<file path="config.mk">
export PLATFORM = sky130hd
export DESIGN_NAME = scalar_rls_gain_estimator_top_flat
export DESIGN_NICKNAME = d
export VERILOG_FILES = /design/src/design/srls_pkg.sv /design/src/design/srls_in_if.sv /design/src/design/srls_out_if.sv /design/src/design/srls_arith.sv /design/src/design/scalar_rls_gain_estimator_top.sv /design/src/flat_wrapper.sv
export SDC_FILE = /design/constraint.sdc
export NUM_CORES = 2
export LEC_CHECK = 0
export BUFFER_PORTS_ARGS = -buffer_cell sky130_fd_sc_hd__buf_2
export CORE_MARGIN = 2
export CORE_UTILIZATION = 65
export CTS_CLUSTER_SIZE = 12
export DETAILED_ROUTE_END_ITERATION = 8
export MAX_ROUTING_LAYER = met4
export PLACE_DENSITY_LB_ADDON = 0.3
export SETUP_SLACK_MARGIN = 0.05
export SYNTH_ARGS = -nofsm -noshare
export SYNTH_HDL_FRONTEND = slang
export SYNTH_SLANG_ARGS = --single-unit
</file>
<file path="constraint.sdc">
create_clock -name clk -period 11.45 [get_ports clk]
set_input_delay 1.145 -clock clk [delete_from_list [all_inputs] [get_ports clk]]
set_output_delay 1.145 -clock clk [all_outputs]
set_load 0.03 [all_outputs]
</file>
<file path="src/design/srls_pkg.sv">
// shared types and constants for the scalar rls gain estimator
// no dependencies; used by the arithmetic unit and the top level
package srls_pkg;

  typedef enum logic {
    OP_MUL = 1'b0,
    OP_DIV = 1'b1
  } arith_op_t;

  typedef struct packed {
    logic      start;
    arith_op_t op;
  } arith_req_t;

  typedef struct packed {
    logic done;
    logic sat;
  } arith_rsp_t;

  typedef enum logic [9:0] {
    S_IDLE = 10'b00_0000_0001,
    S_X    = 10'b00_0000_0010,
    S_XP   = 10'b00_0000_0100,
    S_DEN  = 10'b00_0000_1000,
    S_K    = 10'b00_0001_0000,
    S_E    = 10'b00_0010_0000,
    S_WN   = 10'b00_0100_0000,
    S_S    = 10'b00_1000_0000,
    S_PN   = 10'b01_0000_0000,
    S_OUT  = 10'b10_0000_0000
  } seq_state_t;

  localparam logic [1:0] FUNC_THRU    = 2'd0;
  localparam logic [1:0] FUNC_RESP    = 2'd1;
  localparam logic [1:0] FUNC_RESTART = 2'd2;

  localparam logic [2:0] STAT_UPDATED   = 3'd0;
  localparam logic [2:0] STAT_SKIPPED   = 3'd1;
  localparam logic [2:0] STAT_RESTARTED = 3'd2;
  localparam logic [2:0] STAT_SATURATED = 3'd3;
  localparam logic [2:0] STAT_ZERO_CAP  = 3'd4;

  localparam logic [1:0] REG_LAMBDA    = 2'd0;
  localparam logic [1:0] REG_INIT_GAIN = 2'd1;
  localparam logic [1:0] REG_INIT_COV  = 2'd2;

  localparam logic [16:0] LAMBDA_RESET = 17'd13107;
  localparam logic [30:0] COV_RESET    = 31'd65536000;

endpackage

</file>
<file path="src/design/srls_in_if.sv">
// input channel of the rls estimator: one sample word per handshake
// depends on nothing
interface srls_in_if;
  logic               valid;
  logic               ready;
  logic [1:0]         func;
  logic [30:0]        capacity;
  logic signed [31:0] measurement;
  logic [30:0]        queue_length;

  modport source(output valid, func, capacity, measurement, queue_length, input ready);
  modport sink(input valid, func, capacity, measurement, queue_length, output ready);
endinterface

</file>
<file path="src/design/srls_out_if.sv">
// output channel of the rls estimator: one result word per handshake
// depends on nothing
interface srls_out_if;
  logic               valid;
  logic               ready;
  logic signed [31:0] gain_out;
  logic [30:0]        covariance_out;
  logic [2:0]         status;

  modport source(output valid, gain_out, covariance_out, status, input ready);
  modport sink(input valid, gain_out, covariance_out, status, output ready);
endinterface

</file>
<file path="src/design/srls_arith.sv">
// bit-serial fixed point multiply and divide with saturation
// depends on srls_pkg
module srls_arith #(
  parameter int W  = 32,
  parameter int F  = 16,
  parameter int OW = 32
) (
  input  logic                    clk,
  input  logic                    rst,
  input  srls_pkg::arith_req_t    req,
  input  logic signed [OW-1:0]    a,
  input  logic signed [OW-1:0]    b,
  output srls_pkg::arith_rsp_t    rsp,
  output logic signed [OW-1:0]    res
);

  localparam int MW = 2 * OW;
  localparam int CW = $clog2(OW + F + 1);
  localparam logic signed [W-1:0] WMAX_W = {1'b0, {(W-1){1'b1}}};
  localparam logic signed [W-1:0] WMIN_W = {1'b1, {(W-1){1'b0}}};

  logic                busy;
  srls_pkg::arith_op_t op_q;
  logic                neg;
  logic                aneg;
  logic                anz;
  logic                zdiv;
  logic [CW-1:0]       cnt;
  logic [OW-1:0]       ma;
  logic [OW-1:0]       mb;
  logic [MW-1:0]       acc;
  logic [OW:0]         rem;

  logic [OW-1:0]       a_mag;
  logic [OW-1:0]       b_mag;
  logic [OW:0]         sum;
  logic [OW:0]         r2;
  logic                ge;
  logic [MW-1:0]       big;
  logic [MW-1:0]       top;
  logic                ovf;
  logic [W-1:0]        mag;
  logic signed [W-1:0] res_w;

  assign a_mag = a[OW-1] ? (~a + 1'b1) : a;
  assign b_mag = b[OW-1] ? (~b + 1'b1) : b;

  // one partial product or one quotient bit per cycle
  assign sum = {1'b0, acc[MW-1:OW]} + (mb[0] ? {1'b0, ma} : '0);
  assign r2  = {rem[OW-1:0], acc[OW+F-1]};
  assign ge  = r2 >= {1'b0, mb};

  always_comb begin
    big   = (op_q == srls_pkg::OP_MUL) ? (acc >> F) : MW'(acc[OW+F-1:0]);
    top   = big >> (W - 1);
    ovf   = (top != '0) && !(neg && top == MW'(1) && big[W-2:0] == '0);
    mag   = big[W-1:0];
    res_w = neg ? -$signed(mag) : $signed(mag);
    if (zdiv) begin
      res_w = !anz ? '0 : (aneg ? WMIN_W : WMAX_W);
    end else if (ovf) begin
      res_w = neg ? WMIN_W : WMAX_W;
    end
  end

  always_ff @(posedge clk) begin
    if (rst) begin
      busy     <= 1'b0;
      rsp.done <= 1'b0;
      rsp.sat  <= 1'b0;
    end else begin
      rsp.done <= 1'b0;
      if (!busy) begin
        if (req.start) begin
          busy <= 1'b1;
          op_q <= req.op;
          neg  <= a[OW-1] ^ b[OW-1];
          aneg <= a[OW-1];
          anz  <= (a != '0);
          zdiv <= (req.op == srls_pkg::OP_DIV) && (b == '0);
          ma   <= a_mag;
          mb   <= b_mag;
          rem  <= '0;
          if (req.op == srls_pkg::OP_MUL) begin
            acc <= '0;
            cnt <= CW'(OW);
          end else begin
            acc <= MW'(a_mag) << F;
            cnt <= CW'(OW + F);
          end
        end
      end else if (cnt != '0) begin
        cnt <= cnt - 1'b1;
        if (op_q == srls_pkg::OP_MUL) begin
          acc <= {sum, acc[OW-1:1]};
          mb  <= mb >> 1;
        end else begin
          rem <= ge ? (r2 - {1'b0, mb}) : r2;
          acc <= {acc[MW-2:0], ge};
        end
      end else begin
        busy     <= 1'b0;
        rsp.done <= 1'b1;
        rsp.sat  <= zdiv | ovf;
        res      <= OW'(res_w);
      end
    end
  end

endmodule

</file>
<file path="src/design/scalar_rls_gain_estimator_top.sv">
// scalar rls gain estimator with forgetting factor, top level
// depends on srls_pkg, srls_in_if, srls_out_if and srls_arith
//
// usage: a sample word enters on the sample channel (valid/ready) and one
// result word leaves on the result channel for every sample. configuration
// is written over the apb port: lambda at 0x0, initial gain at 0x4,
// initial covariance at 0x8; pready is tied high and reads return the value.
// a restart or skipped sample goes to the output state when it is taken and
// loads its result word from there once the output register is free, after
// which the next sample can be taken. updates run on one shared bit-serial
// unit: a multiply or divide goes through launch, one bit per cycle, done and
// hand-back. a throughput update is five multiplies and two divides; a
// response time update adds one divide. one sample is worked on at a time,
// so a new sample is taken only after the result loads and the sequencer
// returns to idle.
// the result sits in an output register, so the next sample is taken while
// a stalled result waits; a further finished result holds until it drains.
// reset (rst, synchronous) clears gain to 0, covariance to 1000.0 and the
// registers to their defaults.
module scalar_rls_gain_estimator_top #(
  parameter int FRAC_BITS = 16,
  parameter int WORD_BITS = 32
) (
  input  logic        clk,
  input  logic        rst,
  srls_in_if.sink     sample,
  srls_out_if.source  result,
  input  logic        psel,
  input  logic        penable,
  input  logic        pwrite,
  input  logic [3:0]  paddr,
  input  logic [31:0] pwdata,
  output logic [31:0] prdata,
  output logic        pready
);

  localparam int W   = WORD_BITS;
  localparam int F   = FRAC_BITS;
  localparam int OW  = (W > F + 2) ? W : F + 2;
  localparam int XW  = ((OW > 33) ? OW : 33) + 2;
  localparam int LSH = (F >= 16) ? F - 16 : 0;
  localparam int RSH = (F < 16) ? 16 - F : 0;

  localparam logic signed [XW-1:0] WMAX_X  = {{(XW+1-W){1'b0}}, {(W-1){1'b1}}};
  localparam logic signed [XW-1:0] WMIN_X  = ~WMAX_X;
  localparam logic signed [XW-1:0] ONE_X   = XW'(1) << F;
  localparam logic signed [XW-1:0] COV0_X  = XW'(1000) << F;
  localparam logic signed [XW-1:0] G_MAX_X = XW'(33'sh0_7FFF_FFFF);
  localparam logic signed [XW-1:0] G_MIN_X = ~G_MAX_X;

  function automatic logic signed [OW-1:0] clip(input logic signed [XW-1:0] v);
    if (v > WMAX_X) return OW'(WMAX_X);
    if (v < WMIN_X) return OW'(WMIN_X);
    return OW'(v);
  endfunction

  function automatic logic ovf(input logic signed [XW-1:0] v);
    return (v > WMAX_X) || (v < WMIN_X);
  endfunction

  // configuration
  logic [16:0]        lambda;
  logic signed [31:0] init_gain;
  logic [30:0]        init_cov;
  logic               cfg_wr;

  assign pready = 1'b1;
  assign cfg_wr = psel & penable & pwrite;

  always_ff @(posedge clk) begin
    if (rst) begin
      lambda    <= srls_pkg::LAMBDA_RESET;
      init_gain <= '0;
      init_cov  <= srls_pkg::COV_RESET;
    end else if (cfg_wr) begin
      unique case (paddr[3:2])
        srls_pkg::REG_LAMBDA:    lambda    <= pwdata[16:0];
        srls_pkg::REG_INIT_GAIN: init_gain <= $signed(pwdata);
        srls_pkg::REG_INIT_COV:  init_cov  <= pwdata[30:0];
        default: ;
      endcase
    end
  end

  always_comb begin
    unique case (paddr[3:2])
      srls_pkg::REG_LAMBDA:    prdata = {15'b0, lambda};
      srls_pkg::REG_INIT_GAIN: prdata = init_gain;
      srls_pkg::REG_INIT_COV:  prdata = {1'b0, init_cov};
      default:                 prdata = '0;
    endcase
  end

  // sequencer state
  srls_pkg::seq_state_t state;
  logic                 launched;
  logic                 sat;
  logic                 upd;
  logic [2:0]           stat_q;
  logic signed [OW-1:0] w;
  logic signed [OW-1:0] p;
  logic signed [OW-1:0] x;
  logic signed [OW-1:0] d;
  logic signed [OW-1:0] xp;
  logic signed [OW-1:0] den;
  logic signed [OW-1:0] k;
  logic signed [OW-1:0] e;
  logic signed [OW-1:0] s;

  logic                 out_valid;
  logic signed [31:0]   gain_q;
  logic [30:0]          cov_q;
  logic [2:0]           status_q;

  srls_pkg::arith_req_t areq;
  srls_pkg::arith_rsp_t arsp;
  logic signed [OW-1:0] aa;
  logic signed [OW-1:0] ab;
  logic signed [OW-1:0] ares;

  logic [OW-1:0]        lam_u;
  logic signed [OW-1:0] lam_s;
  logic signed [XW-1:0] cap_x;
  logic signed [XW-1:0] meas_x;
  logic signed [XW-1:0] q_x;
  logic signed [OW-1:0] cap_c;
  logic signed [OW-1:0] meas_c;
  logic signed [OW-1:0] q_c;
  logic signed [XW-1:0] q1_x;
  logic                 in_sat;
  logic                 in_acc;
  logic                 op_state;
  logic signed [XW-1:0] den_x;
  logic signed [XW-1:0] e_x;
  logic signed [XW-1:0] wn_x;
  logic signed [XW-1:0] s_x;
  logic signed [XW-1:0] gx;
  logic signed [XW-1:0] px;
  logic signed [31:0]   gain_next;
  logic [30:0]          cov_next;
  logic                 out_sat;
  logic                 out_load;

  assign lam_u = (OW'(lambda) << LSH) >> RSH;
  assign lam_s = $signed(lam_u);

  assign cap_x  = XW'($signed({1'b0, sample.capacity}));
  assign meas_x = XW'(sample.measurement);
  assign q_x    = XW'($signed({1'b0, sample.queue_length}));
  assign cap_c  = clip(cap_x);
  assign meas_c = clip(meas_x);
  assign q_c    = clip(q_x);
  assign q1_x   = XW'(q_c) + ONE_X;
  assign in_sat = ovf(cap_x) | ovf(meas_x) | ovf(q_x);

  assign sample.ready = (state == srls_pkg::S_IDLE);
  assign in_acc       = sample.valid & sample.ready;

  assign op_state = (state != srls_pkg::S_IDLE) && (state != srls_pkg::S_OUT);

  always_comb begin
    areq.start = op_state && !launched;
    areq.op    = srls_pkg::OP_MUL;
    aa         = '0;
    ab         = '0;
    unique case (state)
      srls_pkg::S_X:   begin areq.op = srls_pkg::OP_DIV; aa = x;  ab = den;   end
      srls_pkg::S_XP:  begin aa = x;  ab = p;  end
      srls_pkg::S_DEN: begin aa = x;  ab = xp; end
      srls_pkg::S_K:   begin areq.op = srls_pkg::OP_DIV; aa = xp; ab = den;   end
      srls_pkg::S_E:   begin aa = x;  ab = w;  end
      srls_pkg::S_WN:  begin aa = k;  ab = e;  end
      srls_pkg::S_S:   begin aa = k;  ab = xp; end
      srls_pkg::S_PN:  begin areq.op = srls_pkg::OP_DIV; aa = s;  ab = lam_s; end
      default: ;
    endcase
  end

  srls_arith #(
    .W  (W),
    .F  (F),
    .OW (OW)
  ) u_arith (
    .clk (clk),
    .rst (rst),
    .req (areq),
    .a   (aa),
    .b   (ab),
    .rsp (arsp),
    .res (ares)
  );

  assign den_x = XW'(lam_s) + XW'(ares);
  assign e_x   = XW'(d) - XW'(ares);
  assign wn_x  = XW'(w) + XW'(ares);
  assign s_x   = XW'(p) - XW'(ares);

  // final word clamps to the 32 bit gain and 31 bit covariance ranges
  always_comb begin
    gx      = XW'(w);
    px      = XW'(p);
    out_sat = 1'b0;
    if (gx > G_MAX_X) begin
      gain_next = 32'sh7FFF_FFFF;
      out_sat   = 1'b1;
    end else if (gx < G_MIN_X) begin
      gain_next = {1'b1, 31'b0};
      out_sat   = 1'b1;
    end else begin
      gain_next = gx[31:0];
    end
    if (px > G_MAX_X) begin
      cov_next = {31{1'b1}};
      out_sat  = 1'b1;
    end else begin
      cov_next = px[30:0];
    end
  end

  assign out_load = (state == srls_pkg::S_OUT) && (!out_valid || result.ready);

  always_ff @(posedge clk) begin
    if (rst) begin
      state     <= srls_pkg::S_IDLE;
      launched  <= 1'b0;
      out_valid <= 1'b0;
      w         <= '0;
      p         <= clip(COV0_X);
      sat       <= 1'b0;
      upd       <= 1'b0;
      stat_q    <= srls_pkg::STAT_SKIPPED;
    end else begin
      if (out_valid && result.ready && !out_load) begin
        out_valid <= 1'b0;
      end
      if (areq.start) begin
        launched <= 1'b1;
      end
      unique case (state)
        srls_pkg::S_IDLE: begin
          if (in_acc) begin
            d <= meas_c;
            unique case (sample.func)
              srls_pkg::FUNC_THRU: begin
                sat <= in_sat;
                if (meas_c != '0) begin
                  x      <= cap_c;
                  upd    <= 1'b1;
                  stat_q <= srls_pkg::STAT_UPDATED;
                  state  <= srls_pkg::S_XP;
                end else begin
                  upd    <= 1'b0;
                  stat_q <= srls_pkg::STAT_SKIPPED;
                  state  <= srls_pkg::S_OUT;
                end
              end
              srls_pkg::FUNC_RESP: begin
                if (cap_c == '0) begin
                  sat    <= in_sat;
                  upd    <= 1'b0;
                  stat_q <= srls_pkg::STAT_ZERO_CAP;
                  state  <= srls_pkg::S_OUT;
                end else begin
                  // regressor is (queue + 1.0) / capacity
                  x      <= clip(q1_x);
                  den    <= cap_c;
                  sat    <= in_sat | ovf(q1_x);
                  upd    <= 1'b1;
                  stat_q <= srls_pkg::STAT_UPDATED;
                  state  <= srls_pkg::S_X;
                end
              end
              srls_pkg::FUNC_RESTART: begin
                w      <= clip(XW'(init_gain));
                p      <= clip(XW'($signed({1'b0, init_cov})));
                sat    <= in_sat;
                upd    <= 1'b0;
                stat_q <= srls_pkg::STAT_RESTARTED;
                state  <= srls_pkg::S_OUT;
              end
              default: begin
                sat    <= in_sat;
                upd    <= 1'b0;
                stat_q <= srls_pkg::STAT_SKIPPED;
                state  <= srls_pkg::S_OUT;
              end
            endcase
          end
        end
        srls_pkg::S_OUT: begin
          if (out_load) begin
            out_valid <= 1'b1;
            gain_q    <= gain_next;
            cov_q     <= cov_next;
            status_q  <= (upd && (sat || out_sat)) ? srls_pkg::STAT_SATURATED : stat_q;
            state     <= srls_pkg::S_IDLE;
          end
        end
        default: begin
          if (arsp.done) begin
            launched <= 1'b0;
            unique case (state)
              srls_pkg::S_X:   begin
                x     <= ares;
                sat   <= sat | arsp.sat;
                state <= srls_pkg::S_XP;
              end
              srls_pkg::S_XP:  begin
                xp    <= ares;
                sat   <= sat | arsp.sat;
                state <= srls_pkg::S_DEN;
              end
              srls_pkg::S_DEN: begin
                den   <= clip(den_x);
                sat   <= sat | arsp.sat | ovf(den_x);
                state <= srls_pkg::S_K;
              end
              srls_pkg::S_K:   begin
                k     <= ares;
                sat   <= sat | arsp.sat;
                state <= srls_pkg::S_E;
              end
              srls_pkg::S_E:   begin
                e     <= clip(e_x);
                sat   <= sat | arsp.sat | ovf(e_x);
                state <= srls_pkg::S_WN;
              end
              srls_pkg::S_WN:  begin
                w     <= clip(wn_x);
                sat   <= sat | arsp.sat | ovf(wn_x);
                state <= srls_pkg::S_S;
              end
              srls_pkg::S_S:   begin
                s     <= clip(s_x);
                sat   <= sat | arsp.sat | ovf(s_x);
                state <= srls_pkg::S_PN;
              end
              default: begin
                // negative covariance from rounding clamps to zero
                p     <= ares[OW-1] ? '0 : ares;
                sat   <= sat | arsp.sat;
                state <= srls_pkg::S_OUT;
              end
            endcase
          end
        end
      endcase
    end
  end

  assign result.valid          = out_valid;
  assign result.gain_out       = gain_q;
  assign result.covariance_out = cov_q;
  assign result.status         = status_q;

`ifndef SYNTH
  a_busy_after_accept: assert property (@(posedge clk) disable iff (rst)
    in_acc |=> state != srls_pkg::S_IDLE)
    else $error("sequencer stayed idle after taking a sample");

  a_cov_nonneg: assert property (@(posedge clk) disable iff (rst)
    !p[OW-1])
    else $error("covariance went negative");

  a_done_when_launched: assert property (@(posedge clk) disable iff (rst)
    arsp.done |-> launched && op_state)
    else $error("arithmetic result without a pending operation");

  a_load_clears_state: assert property (@(posedge clk) disable iff (rst)
    out_load |=> out_valid && state == srls_pkg::S_IDLE)
    else $error("result word not presented after load");
`endif

endmodule
</file>
<file path="src/flat_wrapper.sv">
// flat-port wrapper written by rule: the top's interface ports become plain ports
module scalar_rls_gain_estimator_top_flat 
#(
  parameter int FRAC_BITS = 16,
  parameter int WORD_BITS = 32
)
  (clk, rst, psel, penable, pwrite, paddr, pwdata, prdata, pready, sample_valid, sample_func, sample_capacity, sample_measurement, sample_queue_length, sample_ready, result_valid, result_gain_out, result_covariance_out, result_status, result_ready);
  srls_in_if sample_i ();
  srls_out_if result_i ();
  input  logic clk;
  input  logic rst;
  input  logic psel;
  input  logic penable;
  input  logic pwrite;
  input  logic [3:0] paddr;
  input  logic [31:0] pwdata;
  output logic [31:0] prdata;
  output logic pready;
  input wire logic [$bits(sample_i.valid)-1:0] sample_valid;
  input wire logic [$bits(sample_i.func)-1:0] sample_func;
  input wire logic [$bits(sample_i.capacity)-1:0] sample_capacity;
  input wire logic [$bits(sample_i.measurement)-1:0] sample_measurement;
  input wire logic [$bits(sample_i.queue_length)-1:0] sample_queue_length;
  output wire logic [$bits(sample_i.ready)-1:0] sample_ready;
  output wire logic [$bits(result_i.valid)-1:0] result_valid;
  output wire logic [$bits(result_i.gain_out)-1:0] result_gain_out;
  output wire logic [$bits(result_i.covariance_out)-1:0] result_covariance_out;
  output wire logic [$bits(result_i.status)-1:0] result_status;
  input wire logic [$bits(result_i.ready)-1:0] result_ready;
  assign sample_i.valid = sample_valid;
  assign sample_i.func = sample_func;
  assign sample_i.capacity = sample_capacity;
  assign sample_i.measurement = sample_measurement;
  assign sample_i.queue_length = sample_queue_length;
  assign sample_ready = sample_i.ready;
  assign result_valid = result_i.valid;
  assign result_gain_out = result_i.gain_out;
  assign result_covariance_out = result_i.covariance_out;
  assign result_status = result_i.status;
  assign result_i.ready = result_ready;
  scalar_rls_gain_estimator_top #(.FRAC_BITS(FRAC_BITS), .WORD_BITS(WORD_BITS)) u_core (.clk(clk), .rst(rst), .sample(sample_i), .result(result_i), .psel(psel), .penable(penable), .pwrite(pwrite), .paddr(paddr), .pwdata(pwdata), .prdata(prdata), .pready(pready));
endmodule
</file>
Yosys cells after proc, flatten, opt, wreduce, memory -nomap -nowiden

Cells that the tools add are included.

Register bits: 657
Input bits: 139
Output and inout port bits: 101
Logic and storage cells: 389

Add/subtract/negate cells: 11
Order comparisons: 22
Eq/ne operators: 29
Multiplexer cells: 203
Bitwise gates (word level): 20
Reduce and logical (&&, ||, !) cells: 69

Operators by type and width:

| operator                                                                       | number |
|---|---|
| 32-bit two-way mux                                                             | 73 |
| 32-bit case mux with 2 select lines                                            | 5 |
| 64-bit two-way mux                                                             | 4 |
| 32-bit case mux with 6 select lines                                            | 1 |
| 35-bit by 32-bit > comparator with 1-bit output, second input constant         | 5 |
| 35-bit by 32-bit less-than comparator with 1-bit output, second input constant | 5 |
| 32-bit less-than comparator, second input constant                             | 5 |
| 32-bit > comparator, second input constant                                     | 4 |
| 32-bit case mux with 4 select lines                                            | 1 |
| 1-bit two-way mux                                                              | 97 |
| 48-bit two-way mux                                                             | 2 |
| 32-bit case mux with 3 select lines                                            | 1 |
| 10-bit case mux with 7 select lines                                            | 1 |
| 32-bit by 32-bit adder with 33-bit output                                      | 2 |
| 32-bit by 32-bit subtractor with 33-bit output                                 | 2 |
| 32-bit by 1-bit adder with 32-bit output, second input constant                | 2 |
| 32-bit logical NOT                                                             | 2 |
| 32-bit inverter                                                                | 2 |
| 32-bit nonzero test                                                            | 2 |
| 64-bit nonzero test                                                            | 1 |
| 31-bit > comparator, second input constant                                     | 2 |
| 10-bit two-way mux                                                             | 5 |
| 10-bit case mux with 2 select lines                                            | 2 |
| 18-bit by 32-bit adder with 33-bit output                                      | 1 |
| other kinds (53)                                                               | 127 |

Depth between registers and ports, before layout

Depth after elaboration: 25
Depth in mapped cells: 18
Gate-level depth less buffers: 14

Hierarchy

From an unflattened synthesis, not the netlist that was laid out.

Cell total of the unflattened synthesis: 4354
Area total of the unflattened synthesis: 41163.2 um^2

Modules (own cells, without submodules):

| module                        | times used | cells each | area each (um^2) | sequential area each (um^2) |
|---|---|---|---|---|
| scalar_rls_gain_estimator_top | 1          | 2783       | 26142.6          | 11911.4 |
| srls_arith                    | 1          | 1571       | 15020.7          | 6155.9 |

Worst setup path before layout

Ideal clock, no wire load.

Kind: reg-to-reg
From: register u_core.state[4]
To: register u_core.x[0], enable pin
Library setup time: 0.595 ns
Arrival: 6.995 ns
Data required time: 10.855 ns
Slack: 3.859 ns
Stages on the path, launching flop included: 10
Path buffers: 2
Clock period less this slack: 7.591 ns
Cells stage by stage: dfxtp_1 -> buf_2 -> nor4_2 -> nand2_1 -> nand4bb_1 -> clkinv_1 -> nand2_1 -> a21o_1 -> clkbuf_1 -> a2111oi_0

Word-level cells in the longest chain between the ends: 4
Elaborated cells between the ends (all ways): 12
Classes of those cells: 7 x eq/ne; 2 x bitwise; 3 x reduce/logical

Ends and longest elaborated chain:

| what                                      | RTL line                                                                   | text |
|---|---|---|
| start: declaration                        | scalar_rls_gain_estimator_top.sv:95                                        | `srls_pkg::seq_state_t state;` |
| start signal: assignment                  | scalar_rls_gain_estimator_top.sv:224                                       | `state <= srls_pkg::S_IDLE;` |
| start signal: assignment                  | scalar_rls_gain_estimator_top.sv:250                                       | `state <= srls_pkg::S_XP;` |
| start signal: assignment                  | scalar_rls_gain_estimator_top.sv:254                                       | `state <= srls_pkg::S_OUT;` |
| 10-bit by 1-bit == test with 1-bit output | scalar_rls_gain_estimator_top.sv:156, scalar_rls_gain_estimator_top.sv:239 |  |
| 1-bit AND                                 | scalar_rls_gain_estimator_top.sv:157                                       | `assign in_acc = sample.valid & sample.ready;` |
| 2-bit != test (no line)                   | -                                                                          |  |
| 8-bit AND reduction (no line) (*)         | -                                                                          |  |
| end signal: assignment                    | scalar_rls_gain_estimator_top.sv:247                                       | `x <= cap_c;` |
| end signal: assignment                    | scalar_rls_gain_estimator_top.sv:265                                       | `x <= clip(q1_x);` |
| end signal: assignment                    | scalar_rls_gain_estimator_top.sv:304                                       | `x <= ares;` |
| end: declaration                          | scalar_rls_gain_estimator_top.sv:102                                       | `logic signed [OW-1:0] x;` |

Every way passes the cells marked *; elsewhere a longest branch is shown, timed or not.
A chain may end at the register's enable or synchronous reset.

Final worst setup path

From: register u_core.u_arith.res[6]
To: register u_core.s[12] (data pin)

Word-level cells in the longest chain between the ends: 10
Elaborated cells between the ends (all ways): 17
Classes of those cells: 1 x add/sub; 2 x order compare; 14 x mux

Ends and longest elaborated chain:

| what                                                    | RTL line                             | text |
|---|---|---|
| start: declaration                                      | srls_arith.sv:14                     | `output logic signed [OW-1:0] res` |
| start signal: assignment                                | srls_arith.sv:105                    | `res <= OW'(res_w);` |
| 32-bit by 32-bit subtractor with 33-bit output (*)      | scalar_rls_gain_estimator_top.sv:196 | `assign s_x = XW'(p) - XW'(ares);` |
| 35-bit by 32-bit less-than comparator with 1-bit output | scalar_rls_gain_estimator_top.sv:53  | `if (v < WMIN_X) return OW'(WMIN_X);` |
| 1-bit two-way mux (2 in series)                         | scalar_rls_gain_estimator_top.sv:53  |  |
| 1-bit two-way mux                                       | scalar_rls_gain_estimator_top.sv:302 | `unique case (state)` |
| 1-bit two-way mux                                       | scalar_rls_gain_estimator_top.sv:300 | `if (arsp.done) begin` |
| 1-bit two-way mux                                       | scalar_rls_gain_estimator_top.sv:239 | `unique case (state)` |
| 1-bit two-way mux                                       | scalar_rls_gain_estimator_top.sv:223 | `if (rst) begin` |
| 32-bit two-way mux                                      | scalar_rls_gain_estimator_top.sv:54  | `return OW'(v);` |
| 32-bit two-way mux (*)                                  | scalar_rls_gain_estimator_top.sv:53  |  |
| end signal: assignment                                  | scalar_rls_gain_estimator_top.sv:334 | `s <= clip(s_x);` |
| end: declaration                                        | scalar_rls_gain_estimator_top.sv:108 | `logic signed [OW-1:0] s;` |

Every way passes the cells marked *; elsewhere a longest branch is shown, timed or not. The select of a mux whose other input is x is not followed.

==> results.json <==
{
  "crit_chain": "inv_1 > ha_1 > a2111o_1 > o2111a_1 > o21ai_0 > o2111ai_1 > a21o_1 > a41oi_1 > o31ai_1 > a31oi_4 > o21ai_0",
  "setup_tns_ns": 0,
  "yosysSeqAreaShare_pct": 44.4,
  "drv_slew": 0,
  "cts_tree": "done",
  "finalNetCount": 4723,
  "yosysTopAreaCell": "edfxtp_1",
  "drcViolationCount": 4,
  "vias_per_cell": 6.90,
  "required_ns": 11.78,
  "cts.htree.levels": 3,
  "routed_wl_um": 148000,
  "synth_cells": 4347,
  "clk_pin_slew_ns": 0.06,
  "timing.rr.start": "u_core.u_arith.res[6]$_DFFE_PP_",
  "finalCritPeriodShare_pct": 48.9,
  "rsz0062_at_grt": "no",
  "vias": 36600,
  "cp_data_arrival_time_ns": 5.93,
  "violations": "design-rule violations",
  "die_w_um": 254,
  "synth_area_per_cell_um2": 9.36,
  "critPathLaunchType": "flop",
  "port_buffers": 236,
  "postCtsHoldBufs": 0,
  "powerDensity_nw_per_um2": 225,
  "antenna_found_initial": 11,
  "grt_max_degree": 137,
  "syn_area_um2": 40700,
  "cts_root_buf": "clkbuf_16",
  "clockBufferDepth": 3,
  "die_h_um": 254,
  "cts_sinks": 656,
  "cts_inserted_buffers": 74,
  "multiInputGateArea_um2": 20900,
  "hold_viol_final": 0,
  "die_area_um2": 64600,
  "fillers": 4641,
  "place.gp.congestion": 1.05,
  "slowest_stage": "a31oi_4",
  "area_growth_syn_to_layout_pct": 10.0,
  "synthTopCellsByArea": "edfxtp_1 36%, dfxtp_1 8.0%, ha_1 5.6%",
  "min_from": "u_core.stat_q[2]$_SDFFE_PP0P_",
  "critPathLaunch": "u_core.u_arith.res[6]$_DFFE_PP_",
  "grt_first_pass_wirelength_um": 215000,
  "ctsResizeCount": 0,
  "hold_class": "flop to flop",
  "drive_gt1_share_pct": 10.9,
  "core_um2": 61800,
  "grt_usage_pct": 46.6,
  "status": "finished, violations left",
  "initial_core_util_pct": 65.8,
  "io_pins": 240,
  "tightestPinTransition_ns": 1.31,
  "cap_violations": 0,
  "ant_nets": 0,
  "cpPeakStageDelay_ns": 0.76,
  "clk_latency_ns": 0.66,
  "critPathKind": "flop to flop",
  "finalClockSkew_ns": 0.0398,
  "ys_ff_latch": 656,
  "ys_types": 97,
  "drt_iter0_markers": 5456,
  "setup_viol": 0,
  "grt_pass1_vias": 34100,
  "seqCellArea_um2": 18100,
  "cts_setup_buffers": 0,
  "grt_overflow": 0,
  "cpMostUsedCell": "o21ai_0",
  "worst-path-max-fanout": 31,
  "yosys.area.top_type_share_pct": 36.4,
  "maxSlewHeadroom_pct": 12.5,
  "synth_nets": 4674,
  "async_flop_share_pct": 0,
  "wl_per_cell_um": 28.0,
  "max_freq_mhz": 179,
  "drt-pass1-iter-count": 9,
  "synth-edff-count": 493,
  "worstSetupEndpointType": "flop",
  "fin_util_pct": 72.4,
  "rows": 91,
  "ys_warn_count": 0,
  "period_needed_ns": 5.60,
  "power.leakage_nw": 17.1,
  "ys.flop_type": "edfxtp_1",
  "dp_hpwl_um": 110000,
  "peakVddDrop_mv": 0.184
}
==> critical path: cells and delay by family, from the launching register on <==
family,cells,cell delay (ns)
buffers and inverters,1,0.26
AO/OA/AOI/OAI,9,3.82
adder cells (fa/ha/maj),1,0.44
flip-flops,1,0.73
==> registers in the layout, indices dropped and copies added, names as in the netlist, 6 cells and up, named ones only <==
register and cells:
u_core.xp 32, u_core.u_arith.res 32, u_core.x 32, u_core.e 32, u_core.u_arith.acc 64, u_core.s 32, u_core.u_arith.mb 32, u_core.lambda 17
u_core.den 32, u_core.init_cov 31, u_core.result.covariance_out 31, u_core.u_arith.ma 32, u_core.result.gain_out 32, u_core.k 32, u_core.state 10, u_core.w 32
u_core.p 31, u_core.u_arith.cnt 6, u_core.u_arith.rem 32, u_core.d 32, u_core.init_gain 32
==> path summary, 6_finish.rpt <==
path / end / slack [ns] / cells past startpoint
setup / recovery: u_core.s[12]$_SDFFCE_PP1P_ / 5.85 / 11
hold / removal: u_core.stat_q[2]$_SDFFE_PP0P_ / 0.47 / 2
setup reg to reg: u_core.s[12]$_SDFFCE_PP1P_ / 5.85 / 11
hold reg to reg: u_core.stat_q[2]$_SDFFE_PP0P_ / 0.47 / 2
==> cell families after synthesis <==
logic type	count (synthesis)	synth area share (%)
compound gates	1273	20.4
xor+xnor	267	5.75
fa+ha+maj	197	6.11
buf+inv	469	4.54
flops	656	44.4
mux	80	1.98
other cells	1	0.00922
simple gates	1404	16.8
==> report_power, final <==
| part | internal, W | switching [W] | leakage (nW) |
|---|---|---|---|
| clock | 0.00141 | 0.00103 | 1.18 |
| combinational | 0.00145 | 0.00259 | 10.0 |
| sequential | 0.00316 | 0.000441 | 5.88 |
| total | 0.00602 | 0.00407 | 17.1 |
==> layout by cell type, fill, tap and decap left out, drive strengths merged, types with 24 or more instances in the layout <==
cell type / count
a211oi: 49
a21boi: 30
a21o: 80
a21oi: 337
a222oi: 40
a22o: 52
a31oi: 68
and2: 74
and3: 36
buf: 298
clkbuf: 102
clkinv: 24
dfxtp: 163
edfxtp: 493
ha: 182
inv: 144
mux2i: 76
nand2: 498
nand2b: 38
nand3: 106
nand3b: 33
nand4: 35
nor2: 267
nor2b: 54
nor3: 137
nor4: 46
o211ai: 46
o21a: 37
o21ai: 312
o21bai: 24
xnor2: 172
xor2: 95
==> routing by layer <==
metal	part of all wire, %	vias up	track usage [%]	routed length, µm
met5	0	-	-	0
met4	8.7	0	32.3	12900
met3	12	640	10.9	17900
met2	43	2516	69.1	64400
met1	36	17300	56.4	53100
li1	-	16200	-	-
==> through the flow <==
step	worst slack [ns]	power [W]	instances	hold WS, ns	cell area [µm²]
after floorplan	3.86	0.00640	4347	0.427	40700
final	5.85	0.0101	5303	0.468	44700
after global routing	5.82	0.0105	5302	0.494	44700
after detailed placement	6.14	0.00753	5157	0.457	42300
after global placement	6.14	0.00742	5157	0.437	42300
after CTS	6.08	0.00994	5292	0.465	44700
==> final cells by class <==
class / instances / share of cell area (%)
Multi-Input combinational cell: 3222 / 46.8
Sequential cell: 656 / 40.4
Clock buffer: 102 / 4.53
Timing Repair Buffer: 298 / 3.72
Tap cell: 837 / 2.34
Inverter: 144 / 1.21
Clock inverter: 33 / 0.962
Antenna cell: 11 / 0.0615
==> cells in the mapped netlist (54+ instances only) <==
cell type	count
dfxtp_1	163
a31oi_1	68
nor2_1	267
a21o_1	80
and2_1	74
nor2b_1	54
o21ai_0	297
nor3_1	132
inv_1	143
ha_1	182
nand2_1	498
mux2i_1	76
xnor2_1	172
nand3_1	104
clkbuf_1	267
xor2_1	95
a21oi_1	337
edfxtp_1	493
No activity file was read; power rests on OpenSTA's default activity.
